**config.mk**
```make
export PLATFORM = sky130hd
export DESIGN_NAME = charge_bar_led_scan_driver_flat
export DESIGN_NICKNAME = d
export VERILOG_FILES = /design/src/rtl/core/cbl_pkg.sv /design/src/rtl/core/cbl_intf.sv /design/src/rtl/core/charge_bar_led_scan_driver.sv /design/src/flat_wrapper.sv
export SDC_FILE = /design/constraint.sdc
export NUM_CORES = 1
export LEC_CHECK = 0
export BUFFER_PORTS_ARGS = -buffer_cell sky130_fd_sc_hd__buf_4
export CAP_MARGIN = 20
export CELL_PAD_IN_SITES_DETAIL_PLACEMENT = 1
export CELL_PAD_IN_SITES_GLOBAL_PLACEMENT = 1
export CORE_UTILIZATION = 50
export DETAILED_ROUTE_END_ITERATION = 8
export GPL_TIMING_DRIVEN = 0
export PLACE_DENSITY = 0.84
export RECOVER_POWER = 100
export SLEW_MARGIN = 10
export SYNTH_ARGS = -nofsm -noshare
export SYNTH_HDL_FRONTEND = slang
export SYNTH_SLANG_ARGS = --single-unit
```
**constraint.sdc**
```tcl
create_clock -name clk_i -period 9.1 [get_ports clk_i]
set_input_delay 1.365 -clock clk_i [delete_from_list [all_inputs] [get_ports clk_i]]
set_output_delay 1.365 -clock clk_i [all_outputs]
set_load 0.005 [all_outputs]
```
**src/rtl/core/cbl_pkg.sv**
```systemverilog
// ----------------------------------------------------------------------------
// cbl_pkg: shared types and constants of the charge bar lamp scan driver
// Display modes, register indexes, lamp scan order and bar decoding.
// ----------------------------------------------------------------------------
package cbl_pkg;

  localparam int unsigned PeriodW = 16;
  localparam int unsigned ModeW   = 3;
  localparam int unsigned SocW    = 3;
  localparam int unsigned CodeW   = 3;
  localparam int unsigned LampN   = 6;
  localparam int unsigned BarN    = 4;
  localparam int unsigned StepW   = 3;
  localparam int unsigned CfgIdxW = 2;

  localparam logic [CodeW-1:0] NoLamp   = 3'd6;
  localparam logic [CodeW-1:0] ScanLast = 3'd5;
  localparam logic [SocW-1:0]  SocFull  = 3'd4;
  localparam logic [StepW-1:0] StepFull = 3'd4;

  localparam logic [PeriodW-1:0] BlinkReset = 16'd200;
  localparam logic [PeriodW-1:0] AnimReset  = 16'd400;

  typedef enum logic [ModeW-1:0] {
    MODE_DIS        = 3'd0,
    MODE_AUTO_DIS   = 3'd1,
    MODE_ERR        = 3'd2,
    MODE_FULL       = 3'd3,
    MODE_CHARGE     = 3'd4,
    MODE_CHARGE_ERR = 3'd5,
    MODE_OFF        = 3'd6,
    MODE_HOLD       = 3'd7
  } mode_e;

  typedef enum logic [CfgIdxW-1:0] {
    REG_BLINK_PERIOD = 2'd0,
    REG_ANIM_PERIOD  = 2'd1
  } reg_idx_e;

  typedef logic [LampN-1:0] lamps_t;

  function automatic logic [2:0] scan_lamp(input logic [CodeW-1:0] idx);
    logic [2:0] lamp;
    case (idx)
      3'd0:    lamp = 3'd3;
      3'd1:    lamp = 3'd2;
      3'd2:    lamp = 3'd1;
      3'd3:    lamp = 3'd0;
      3'd4:    lamp = 3'd4;
      default: lamp = 3'd5;
    endcase
    return lamp;
  endfunction

  function automatic logic [BarN-1:0] bar_bits(input logic [SocW-1:0] n);
    logic [BarN-1:0] b;
    for (int k = 0; k < BarN; k++) begin
      b[k] = (n > SocW'(k));
    end
    return b;
  endfunction

endpackage

```
**src/rtl/core/cbl_intf.sv**
```systemverilog
// ----------------------------------------------------------------------------
// cbl_intf: handshake channels of the charge bar lamp scan driver
// Tick item channel, result item channel and register write channel.
// ----------------------------------------------------------------------------
interface cbl_in_if;
  logic                     valid;
  logic                     ready;
  logic [cbl_pkg::ModeW-1:0] mode;
  logic [cbl_pkg::SocW-1:0]  state_of_charge;

  modport source (output valid, mode, state_of_charge, input ready);
  modport sink   (input valid, mode, state_of_charge, output ready);
endinterface

interface cbl_out_if;
  logic                      valid;
  logic                      ready;
  logic [cbl_pkg::CodeW-1:0] select_code;
  logic [cbl_pkg::LampN-1:0] lamp_states;

  modport source (output valid, select_code, lamp_states, input ready);
  modport sink   (input valid, select_code, lamp_states, output ready);
endinterface

interface cbl_cfg_if;
  logic                        valid;
  logic                        ready;
  logic [cbl_pkg::CfgIdxW-1:0] index;
  logic [cbl_pkg::PeriodW-1:0] data;

  modport source (output valid, index, data, input ready);
  modport sink   (input valid, index, data, output ready);
endinterface

```
**src/rtl/core/charge_bar_led_scan_driver.sv**
```systemverilog
// ----------------------------------------------------------------------------
// charge_bar_led_scan_driver: charge bar lamp update and multiplexed scan
// Path: an accepted tick item is held in the input register, then its result
// item in the result register. Throughput: one item per cycle while the result
// side is ready; input register, one update stage, result register.
// Reset: lamps, counters, previous mode and scan index clear; periods load
// 200 and 400 ticks.
// ----------------------------------------------------------------------------
module charge_bar_led_scan_driver (
  input  logic      clk_i,
  input  logic      rst_ni,
  cbl_cfg_if.sink   cfg_i,
  cbl_in_if.sink    item_i,
  cbl_out_if.source result_o
);
  import cbl_pkg::*;

  logic [PeriodW-1:0] blink_q, anim_period_q;

  logic               in_valid_q;
  mode_e              mode_q;
  logic [SocW-1:0]    soc_q;

  lamps_t             lamps_q, lamps_d;
  logic [PeriodW-1:0] tick_q, tick_d;
  logic [StepW-1:0]   step_q, step_d;
  mode_e              prev_mode_q;
  logic [CodeW-1:0]   scan_q, scan_d;

  logic               out_valid_q;
  logic [CodeW-1:0]   code_q, code_d;

  logic               advance;
  logic [PeriodW-1:0] period;
  logic               hit;
  logic [PeriodW-1:0] tick_run;
  logic [BarN-1:0]    bar;

  assign cfg_i.ready = 1'b1;

  always_ff @(posedge clk_i or negedge rst_ni) begin
    if (!rst_ni) begin
      blink_q       <= BlinkReset;
      anim_period_q <= AnimReset;
    end else if (cfg_i.valid) begin
      case (cfg_i.index)
        REG_BLINK_PERIOD: blink_q       <= cfg_i.data;
        REG_ANIM_PERIOD:  anim_period_q <= cfg_i.data;
        default: ;
      endcase
    end
  end

  assign advance      = in_valid_q && (!out_valid_q || result_o.ready);
  assign item_i.ready = !in_valid_q || advance;

  always_ff @(posedge clk_i or negedge rst_ni) begin
    if (!rst_ni) begin
      in_valid_q <= 1'b0;
    end else if (item_i.ready) begin
      in_valid_q <= item_i.valid;
    end
  end

  always_ff @(posedge clk_i) begin
    if (item_i.valid && item_i.ready) begin
      mode_q <= mode_e'(item_i.mode);
      soc_q  <= item_i.state_of_charge;
    end
  end

  assign period   = (mode_q == MODE_CHARGE) ? anim_period_q : blink_q;
  assign hit      = !(tick_q < period);
  assign tick_run = hit ? '0 : tick_q + PeriodW'(1);

  always_comb begin
    lamps_d = lamps_q;
    tick_d  = tick_q;
    step_d  = step_q;
    bar     = lamps_q[BarN-1:0];
    unique case (mode_q)
      MODE_DIS: begin
        lamps_d = {2'b11, bar_bits(soc_q)};
      end
      MODE_AUTO_DIS: begin
        tick_d  = tick_run;
        lamps_d = {1'b0, lamps_q[4] ^ hit, bar_bits(soc_q)};
      end
      MODE_ERR: begin
        lamps_d = 6'b100000;
      end
      MODE_FULL: begin
        lamps_d = 6'b011111;
      end
      MODE_CHARGE: begin
        tick_d = tick_run;
        if (hit) begin
          if (soc_q <= SocFull) begin
            step_d = (step_q < soc_q) ? step_q + StepW'(1) : '0;
          end else begin
            step_d = StepFull;
          end
          bar = bar_bits(step_d);
        end
        lamps_d = {2'b01, bar};
      end
      MODE_CHARGE_ERR: begin
        tick_d  = tick_run;
        lamps_d = {lamps_q[5] ^ hit, 5'b00000};
      end
      MODE_OFF: begin
        lamps_d = '0;
      end
      MODE_HOLD: ;
    endcase
    if (mode_q != prev_mode_q) begin
      tick_d = '0;
    end
  end

  always_comb begin
    if (scan_q > ScanLast) begin
      code_d = NoLamp;
      scan_d = '0;
    end else begin
      code_d = lamps_d[scan_lamp(scan_q)] ? scan_q : NoLamp;
      scan_d = (scan_q == ScanLast) ? '0 : scan_q + CodeW'(1);
    end
  end

  always_ff @(posedge clk_i or negedge rst_ni) begin
    if (!rst_ni) begin
      lamps_q     <= '0;
      tick_q      <= '0;
      step_q      <= '0;
      prev_mode_q <= MODE_DIS;
      scan_q      <= '0;
    end else if (advance) begin
      lamps_q     <= lamps_d;
      tick_q      <= tick_d;
      step_q      <= step_d;
      prev_mode_q <= mode_q;
      scan_q      <= scan_d;
    end
  end

  always_ff @(posedge clk_i or negedge rst_ni) begin
    if (!rst_ni) begin
      out_valid_q <= 1'b0;
    end else if (!out_valid_q || result_o.ready) begin
      out_valid_q <= in_valid_q;
    end
  end

  always_ff @(posedge clk_i) begin
    if (advance) begin
      code_q <= code_d;
    end
  end

  assign result_o.valid       = out_valid_q;
  assign result_o.select_code = code_q;
  assign result_o.lamp_states = lamps_q;

  a_scan_in_range: assert property (@(posedge clk_i) disable iff (!rst_ni)
    scan_q <= ScanLast)
    else $error("scan index beyond last lamp");

  a_code_lit: assert property (@(posedge clk_i) disable iff (!rst_ni)
    result_o.valid && result_o.select_code != NoLamp |->
      result_o.lamp_states[scan_lamp(result_o.select_code)])
    else $error("select code names a dark lamp");

  a_code_range: assert property (@(posedge clk_i) disable iff (!rst_ni)
    result_o.valid |-> result_o.select_code <= NoLamp)
    else $error("select code out of range");

  a_off_dark: assert property (@(posedge clk_i) disable iff (!rst_ni)
    advance && mode_q == MODE_OFF |=> lamps_q == '0)
    else $error("lamps lit after off tick");

  a_mode_change_clear: assert property (@(posedge clk_i) disable iff (!rst_ni)
    advance && mode_q != prev_mode_q |=> tick_q == '0)
    else $error("tick counter not cleared on mode change");

endmodule
```
**src/flat_wrapper.sv**
```systemverilog
// flat-port wrapper written by rule: the top's interface ports become plain ports
module charge_bar_led_scan_driver_flat import cbl_pkg::*;
  (clk_i, rst_ni, cfg_i_valid, cfg_i_index, cfg_i_data, cfg_i_ready, item_i_valid, item_i_mode, item_i_state_of_charge, item_i_ready, result_o_valid, result_o_select_code, result_o_lamp_states, result_o_ready);
  cbl_cfg_if cfg_i_i ();
  cbl_in_if item_i_i ();
  cbl_out_if result_o_i ();
  input  logic clk_i;
  input  logic rst_ni;
  input wire logic [$bits(cfg_i_i.valid)-1:0] cfg_i_valid;
  input wire logic [$bits(cfg_i_i.index)-1:0] cfg_i_index;
  input wire logic [$bits(cfg_i_i.data)-1:0] cfg_i_data;
  output wire logic [$bits(cfg_i_i.ready)-1:0] cfg_i_ready;
  input wire logic [$bits(item_i_i.valid)-1:0] item_i_valid;
  input wire logic [$bits(item_i_i.mode)-1:0] item_i_mode;
  input wire logic [$bits(item_i_i.state_of_charge)-1:0] item_i_state_of_charge;
  output wire logic [$bits(item_i_i.ready)-1:0] item_i_ready;
  output wire logic [$bits(result_o_i.valid)-1:0] result_o_valid;
  output wire logic [$bits(result_o_i.select_code)-1:0] result_o_select_code;
  output wire logic [$bits(result_o_i.lamp_states)-1:0] result_o_lamp_states;
  input wire logic [$bits(result_o_i.ready)-1:0] result_o_ready;
  assign cfg_i_i.valid = cfg_i_valid;
  assign cfg_i_i.index = cfg_i_index;
  assign cfg_i_i.data = cfg_i_data;
  assign cfg_i_ready = cfg_i_i.ready;
  assign item_i_i.valid = item_i_valid;
  assign item_i_i.mode = item_i_mode;
  assign item_i_i.state_of_charge = item_i_state_of_charge;
  assign item_i_ready = item_i_i.ready;
  assign result_o_valid = result_o_i.valid;
  assign result_o_select_code = result_o_i.select_code;
  assign result_o_lamp_states = result_o_i.lamp_states;
  assign result_o_i.ready = result_o_ready;
  charge_bar_led_scan_driver u_core (.clk_i(clk_i), .rst_ni(rst_ni), .cfg_i(cfg_i_i), .item_i(item_i_i), .result_o(result_o_i));
endmodule
```
---- Word level (Yosys, flattened, before mapping) ----
Cells that the tools add are included.
storage, ports and cells
  register bits after elaboration ......... 74
  bits of input ports ..................... 29
  word-level logic and storage cells ...... 78
operators by class
  add/sub/neg operators ................... 3
  $lt $le $gt $ge ......................... 13
  equality and inequality tests ........... 13
  muxes and demuxes ....................... 16
  bitwise operators ....................... 4
  reduce and logical (&&, ||, !) cells .... 17
operators by type and width
  cell                   count
  $mux 16                4
  $pmux 6 s7             1
  $mux 3                 7
  $add 16x1->16 const B  1
  $lt 16x16->1           1
  $eq 3x3->1 const B     5
  $pmux 3 s5             1
  $eq 3x2->1 const B     4
  $gt 3x1->1 const B     4
  $gt 3x2->1 const B     4
  $add 3x1->3 const B    2
  $eq 3x1->1 const B     2
  $logic_not 3->1        2
  $reduce_and 2->1       3
  $lt 3x4->1 const B     1
  $mux 4                 1
  $bmux 1 s3             1
  $gt 3x3->1 const B     1
  $le 3x3->1 const B     1
  $logic_not 1->1        3
  $lt 3x3->1             1
  $ne 3x3->1             1
  $reduce_and 3->1       1
  $reduce_or 3->1        1
  9 further kinds        13

---- Longest topological paths before layout ----
Gate-level depths: netlist (run 1).
  depth after elaboration ................. 12
  mapped depth ............................ 13
  mapped depth without buffers ............ 10

---- Worst setup path before layout (run 1) ----
No wires, ideal clock.
  path type ............................... reg2reg
  start ................................... reg u_core.mode_q[1]
  end ..................................... reg u_core.code_q[1], in the netlist u_core.result_o.select_code[1] (data pin)
  data arrival time ....................... 3512 ps
  data required time ...................... 8841 ps
  slack ................................... 5329 ps
  cell stages (with the launch flop) ...... 12
  buffers on the path ..................... 2
  clock period less this slack ............ 3771 ps
  path through ............................ edfxtp_1 > nor3b_2 > buf_2 > buf_1 > mux2i_1 > ha_1 > and3_1 > o311a_1 > a21oi_4 > a2111oi_2 > o41a_1 > a211o_1
on the way
  word-level cells in the longest chain between the ends .. 10
ends and longest elaborated chain
  what                              RTL line                                                             source
  start, declared                   charge_bar_led_scan_driver.sv:21                                     mode_e mode_q;
  start signal, assigned            charge_bar_led_scan_driver.sv:67                                     mode_q <= mode_e'(item_i.mode);
  $eq 3x3->1                        charge_bar_led_scan_driver.sv:72, charge_bar_led_scan_driver.sv:81
  $mux 16                           charge_bar_led_scan_driver.sv:72                                     assign period = (mode_q == MODE_CHARGE) ? anim_period_q : blink_q;
  $lt 16x16->1                      charge_bar_led_scan_driver.sv:73                                     assign hit = !(tick_q < period);
  $logic_not 1->1                   charge_bar_led_scan_driver.sv:73
  $xor 1x1->1 (on tied branches)    charge_bar_led_scan_driver.sv:87, charge_bar_led_scan_driver.sv:109
  $pmux 6 s7 (*)                    charge_bar_led_scan_driver.sv:81                                     unique case (mode_q)
  $bmux 1 s3 (*)                    charge_bar_led_scan_driver.sv:126                                    code_d = lamps_d[scan_lamp(scan_q)] ? scan_q : NoLamp;
  $mux 1 (not written as such) (*)  charge_bar_led_scan_driver.sv:126
  $not 1->1 (no line) (*)           n/a
  $reduce_or 2->1 (no line) (*)     n/a
  end signal, assigned              charge_bar_led_scan_driver.sv:157                                    code_q <= code_d;
  end, declared                     charge_bar_led_scan_driver.sv:31                                     logic [CodeW-1:0] code_q, code_d;
Every way passes the cells marked *; elsewhere a longest branch is shown, timed or not. The select of a mux whose other input is x is not followed.
A chain may end at the register's enable or synchronous reset.

---- Worst setup path in the final report (run 1) ----
Same ends and word-level chain as after synthesis.

==> results of run 1 <==
==> state kept, by name, indices dropped and copies added (netlist names) <==
signal	cells
u_core.tick_q	16
u_core.prev_mode_q	3
u_core.anim_period_q	16
u_core.soc_q	3
u_core.result_o.select_code	3
u_core.blink_q	16
u_core.in_valid_q	1
u_core.result_o.valid	1
u_core.step_q	3
u_core.mode_q	3
u_core.result_o.lamp_states	6
u_core.scan_q	3
==> worst max-delay path: cells and delay by family (launching register included) <==
family                   cells  cell delay (ns)
AO/OA/AOI/OAI                6             2.29
buffers and inverters        2             1.28
flip-flops                   1             0.47
AND/OR/NAND/NOR              1             0.34
multiplexers                 1             0.32
adder cells (fa/ha/maj)      1             0.31
==> cell usage after synthesis (4+ instances only) <==
cell type | n | area [µm²]
o22ai_1 | 4 | 25.0
o31ai_1 | 7 | 52.6
nor2_1 | 33 | 124
mux2_2 | 32 | 360
nand3_1 | 10 | 50.1
edfxtp_1 | 9 | 270
nand2b_1 | 10 | 62.6
nand2_1 | 31 | 116
clkbuf_1 | 11 | 41.3
xor2_1 | 5 | 43.8
o21ai_1 | 20 | 100
ha_1 | 19 | 238
and3_1 | 6 | 37.5
o21ai_0 | 18 | 90.1
a21o_1 | 5 | 37.5
mux2i_1 | 18 | 180
dfstp_2 | 6 | 158
inv_1 | 11 | 41.3
a21oi_1 | 19 | 95.1
nor3_1 | 6 | 30.0
nor2b_1 | 4 | 25.0
o41ai_1 | 5 | 43.8
dfrtp_1 | 59 | 1480
o21a_1 | 4 | 30.0
==> kinds of logic after synthesis <==
group	share of synthesized area (%)
simple gates	13.6
compound gates	18.5
flops	45.4
mux	12.9
buf+inv	2.57
fa+ha+maj	5.67
xor+xnor	1.25
other cells	0.0895
==> power by group through the flow <==
| stage | logic [µW] | registers, µW | clock network, µW |
|---|---|---|---|
| after detailed placement | 224 | 431 | 0 |
| after floorplan | 150 | 421 | 0 |
| final | 224 | 423 | 261 |
| after global routing | 246 | 430 | 278 |
| after CTS | 227 | 423 | 265 |
| after global placement | 211 | 427 | 0 |
==> layout make-up <==
cell class	count	area (µm²)
plain buffers	16	63.8
clock buffers	10	128
clock inverters	6	65.1
fillers	943	3400
inverters	11	41.3
multi-input cells	304	2150
flip-flops and latches	74	1900
well taps	105	131
repair buffers	39	289
==> how the worst max path moves through the flow <==
stage,startpoint,end
floorplan,u_core.mode_q[1]$_DFFE_PP_,u_core.result_o.select_code[1]$_SDFFCE_PP1P_
global placement,u_core.mode_q[1]$_DFFE_PP_,u_core.result_o.select_code[1]$_SDFFCE_PP1P_
detailed placement,u_core.mode_q[1]$_DFFE_PP_,u_core.result_o.select_code[1]$_SDFFCE_PP1P_
CTS,u_core.mode_q[1]$_DFFE_PP_,u_core.result_o.select_code[1]$_SDFFCE_PP1P_
global route,u_core.mode_q[1]$_DFFE_PP_,u_core.result_o.select_code[0]$_SDFFCE_PP0P_
finish,u_core.mode_q[1]$_DFFE_PP_,u_core.result_o.select_code[1]$_SDFFCE_PP1P_
==> per-layer routing <==
metal	vias up	part of all wire, %	GRT usage, %
li1	1599	-	-
met1	1713	43	31.7
met2	58	51	44.1
met3	18	3.6	3.50
met4	0	1.9	11.2
met5	-	0	0
==> stage by stage <==
| stage | utilization [%] | instance area, µm² | hold slack (ns) |
|---|---|---|---|
| final | 58.4 | 4770 | 0.509 |
| after global routing | 58.4 | 4770 | 0.523 |
| after CTS | 58.8 | 4810 | 0.512 |
| after detailed placement | 56.4 | 4610 | 0.489 |
| after global placement | 56.4 | 4610 | 0.476 |
| after floorplan | - | 4190 | 0.454 |
==> flow_summary.ini, run 1 <==
[critical_path]
startpoint_type = register
slowest_delay_ns = 0.71
path_cells = nor3b_1, clkbuf_1, clkbuf_1, mux2i_1, ha_1, a21o_1, o311ai_0, o21ai_0, a31o_1, o21ba_1, a211o_1
crit_slowest_cell = o311ai_0
worstPathArrival_ns = 5.37
crit_top_cell = clkbuf_1
cp-end-kind = register
r2r_slack_ns = 3.84
reg2reg_to = u_core.result_o.select_code[1]$_SDFFCE_PP1P_
required_ns = 9.22
crit_type = reg -> reg
r2r-start = u_core.mode_q[1]$_DFFE_PP_
crit_fanout = 10
ff2ff_path_depth = 11

[yosys]
syn_area_mm2 = 0.00419
synthArstFlopShare_pct = 87.8
synth_fp_nets = 453
synth_area_per_cell_um2 = 10.3
synth_flop_cell = dfrtp_1
yosysWarnings = 0
synth_cell_type_count = 63
ys_seq_area_share_pct = 45.4
synth-edff-count = 9
ys_ff_latch = 74
postSynthCellCount = 405

[run_status]
outcome = finished, violations left
violations = max-capacitance violations, max-slew violations

[layout]
layout_common_cells = 59 x dfrtp_1, 33 x nor2_1, 32 x mux2_2
num-nets-final = 503
syn2layout_area_growth_pct = 13.9
antenna_cells = 0
drive_gt1_share_pct = 21.5
instances_no_fill = 565
final_common_cell = dfrtp_1

[worst_hold_path]
min_path_type = reg -> reg
hold_depth = 1
holdPathEnd = u_core.blink_q[2]$_DFFE_PN0P_
hold_start = u_core.blink_q[2]$_DFFE_PN0P_

[timing]
finalCritPeriodShare_pct = 57.8
setup_viol = 0
relSlewSlack_pct = -135
slew_viol_final = 66
tns_ns = 0
rsz0062_at_grt = no
max_freq_mhz = 190
min_period_ns = 5.26
fin_ws_ns = 3.84
fin_worst_skew_ns = 0.0137
hold_violations = 0
tightest_slew_ns = 3.52

[global_route]
gr-usage-all-layers_pct = 25.5
antenna_found_initial = 0
grt_pass1_wl_um = 17000
grt_max_degree = 66
grt_pass1_vias = 3521
grt.overflow.total = 0

[pwr]
leakage_uw = 0.00206
powerDensity_mw_per_mm2 = 190
pwr-share-comb_pct = 24.7
p_int_uw = 620
ir_drop_uv = 102
p_sw_uw = 288
seqPwrFrac_pct = 46.6
clkPwrFrac_pct = 28.7
finalPower_uw = 908
switching_share_pct = 31.7

[clock_network]
clockRootBuffer = clkbuf_8
htreeDepth = 3
path_clk_slew_ns = 0.08
cts_resized = 0
holdBufCountCts = 0
cts_tree = yes
clkLatencyLatePin_ns = 0.36
cts_sinks = 74
clockBufferDepth = 2
cts_buffers = 9
post_cts_buffers = 0

[routing]
drt_wl_total_um = 10300
firstDrtPassIters = 4
ant_nets = 0
vias_per_cell = 6.00
drc = 0
vias = 3388
wire_per_inst_um = 18.2
drt-initial-drc-count = 120

[flow_run]
maxCapViolations = 1

[die]
io_pins = 41
start_util_pct = 51.3
core_region_area_mm2 = 0.00818
dieArea_mm2 = 0.00875
die_x_um = 93.5
rows = 33
die_h_um = 93.5

[placed_design]
placed_cells = 549
place_congestion = 0.817
dpl.hpwl_um = 7460
dp_slack_ns = 4.64
port_buffers = 39
Power figures use the tool's default switching activity.
==> run 2, diff against run 1 <==
CORE_UTILIZATION = 42   (was 50)
PLACE_DENSITY = 0.75   (was 0.84)
clock period = 4.8 ns   (was 9.1 ns; I/O delays follow)
==> run 2 against run 1 <==
Effect of this change: the flow still finishes with violations (max-capacitance violations, max-slew violations); clock skew shrank 0.0069 ns; utilization down 8.6 points; first-iteration DRC count shrank 20%; clock power grew 98%; count of clock-buffer cells in the layout grew 2; global-route usage shrank 4.0 points; critical path depth rose by 1; cell area grew 1.5%; register-to-register slack got worse by 3.6 ns; via count is 2.0% lower.
==> flow_summary.ini, run 2 (synthesized netlist as in run 1, its figures left out) <==
[pwr]
clkPwrFrac_pct = 29.8
p_sw_uw = 534
pwr-share-comb_pct = 24.1
leakage_uw = 0.00209
powerDensity_mw_per_mm2 = 359
switching_share_pct = 30.8
p_int_uw = 1200
seqPwrFrac_pct = 46.2
ir_drop_uv = 135

[layout]
syn2layout_area_growth_pct = 15.6
num-nets-final = 503
antenna_cells = 0
final_core_util_pct = 49.8
multi_input_area_mm2 = 0.00217
n_fill_cell = 1130
final_common_cell = dfrtp_1
top_regs = u_core.anim_period_q x16, u_core.blink_q x16, u_core.tick_q x16
seqCellArea_mm2 = 0.00190
instances_no_fill = 593
layout_common_cells = 59 x dfrtp_1, 33 x nor2_1, 31 x nand2_1, 31 x mux2_2, 23 x o21ai_0
drive_gt1_share_pct = 22.4

[timing]
relSlewSlack_pct = -137
setup_viol = 0
slew_viol_final = 66
fin_worst_skew_ns = 0.00675
finalCritPeriodShare_pct = 94.2
rsz0062_at_grt = no
tightest_slew_ns = 3.56
min_period_ns = 4.52
fin_ws_ns = 0.281
max_freq_mhz = 221
tns_ns = 0
hold_violations = 0
whs_ns = 0.503

[critical_path]
path_cells = nor3b_2, buf_2, clkbuf_1, mux2i_1, ha_1, and3_1, nor3_2, o211ai_2, a21oi_4, a2111oi_2, o41a_1, a211o_1
crit_slowest_cell = clkbuf_1
required_ns = 4.92
slowest_delay_ns = 0.65
worstPathArrival_ns = 4.64
cp-end-kind = register
crit_fanout = 10
crit_type = reg -> reg
startpoint_type = register

[clock_network]
cts_resized = 0
cts_buffers = 9
holdBufCountCts = 0
clkLatencyLatePin_ns = 0.37
cts_tree = yes
clockRootBuffer = clkbuf_8
cts_sinks = 74
post_cts_buffers = 0
htreeDepth = 3
clockBufferDepth = 2
path_clk_slew_ns = 0.08

[flow_run]
maxCapViolations = 1

[placed_design]
place_congestion = 0.855
dpl.hpwl_um = 7410
dp_slack_ns = 0.269
port_buffers = 39
placed_cells = 577

[global_route]
grt_pass1_wl_um = 16800
grt.overflow.total = 0
grt_max_degree = 66
antenna_found_initial = 0
grt_pass1_vias = 3451
gr-usage-all-layers_pct = 21.4

[run_status]
outcome = finished, violations left
violations = max-capacitance violations, max-slew violations

[die]
core_region_area_mm2 = 0.00973
io_pins = 41
die_h_um = 102
die_x_um = 102
rows = 36
dieArea_mm2 = 0.0104
start_util_pct = 43.1

[routing]
drt_wl_total_um = 10100
ant_nets = 0
drt-initial-drc-count = 96
drc = 0
wire_per_inst_um = 17.0
firstDrtPassIters = 4
vias = 3321
vias_per_cell = 5.60

[worst_hold_path]
min_path_type = reg -> reg
[run 2: cell types whose count changed in the layout (fill, tap and decap cells not counted), sizes merged]
cell,previous run,this run
buf,20,22
clkinvlp,2,0
[run 2: final timing paths]
check,startpoint,endpoint,slack [ns],cells past startpoint
setup / recovery,u_core.mode_q[1]$_DFFE_PP_,u_core.result_o.select_code[1]$_SDFFCE_PP1P_,0.28,12
setup reg to reg,u_core.mode_q[1]$_DFFE_PP_,u_core.result_o.select_code[1]$_SDFFCE_PP1P_,0.28,12
min in group asynchronous,rst_ni,u_core.step_q[1]$_DFFE_PN0P_,1.55,1
hold reg to reg,u_core.in_valid_q$_DFFE_PN0N_,u_core.result_o.valid$_DFFE_PN0P_,0.50,1
max in group asynchronous,rst_ni,u_core.result_o.valid$_DFFE_PN0P_,1.22,1
hold / removal,u_core.in_valid_q$_DFFE_PN0N_,u_core.result_o.valid$_DFFE_PN0P_,0.50,1
[run 2: routing by layer]
| metal | track usage [%] | vias to the layer above | wire length [µm] |
|---|---|---|---|
| met2 | 35.9 | 42 | 4920 |
| met4 | 8.02 | 0 | 176 |
| met5 | 0 | - | 0 |
| met3 | 4.17 | 13 | 292 |
| li1 | - | 1605 | - |
| met1 | 27.6 | 1661 | 4720 |
[run 2: stage by stage]
| step | power (µW) | cell area, µm² |
|---|---|---|
| global route | 1840 | 4840 |
| finish | 1740 | 4840 |
| detailed placement | 1240 | 4650 |
| global placement | 1210 | 4650 |
| CTS | 1770 | 4850 |
| floorplan | 1080 | 4190 |
[run 2: critical path, delay by kind of cell, from the launching register on]
kind	cells	cell delay [ns]
compound gates	5	1.46
fa+ha+maj	1	0.29
buf+inv	2	0.99
flops	1	0.48
mux	1	0.28
simple gates	3	0.75
[run 2: final cells by class]
cell class | count | share of cell area, %
Sequential cell | 74 | 39.3
Inverter | 11 | 0.852
Clock inverter | 4 | 0.982
Clock buffer | 12 | 3.20
Timing Repair Buffer | 39 | 5.97
Multi-Input combinational cell | 304 | 44.9
Buffer | 16 | 1.37
Tap cell | 133 | 3.44
[run 2: power by group through the flow]
stage | clock [µW] | combinational, µW | sequential [µW]
finish | 517 | 418 | 802
global route | 554 | 467 | 817
CTS | 536 | 427 | 804
detailed placement | 0 | 422 | 816
global placement | 0 | 405 | 809
floorplan | 0 | 284 | 798
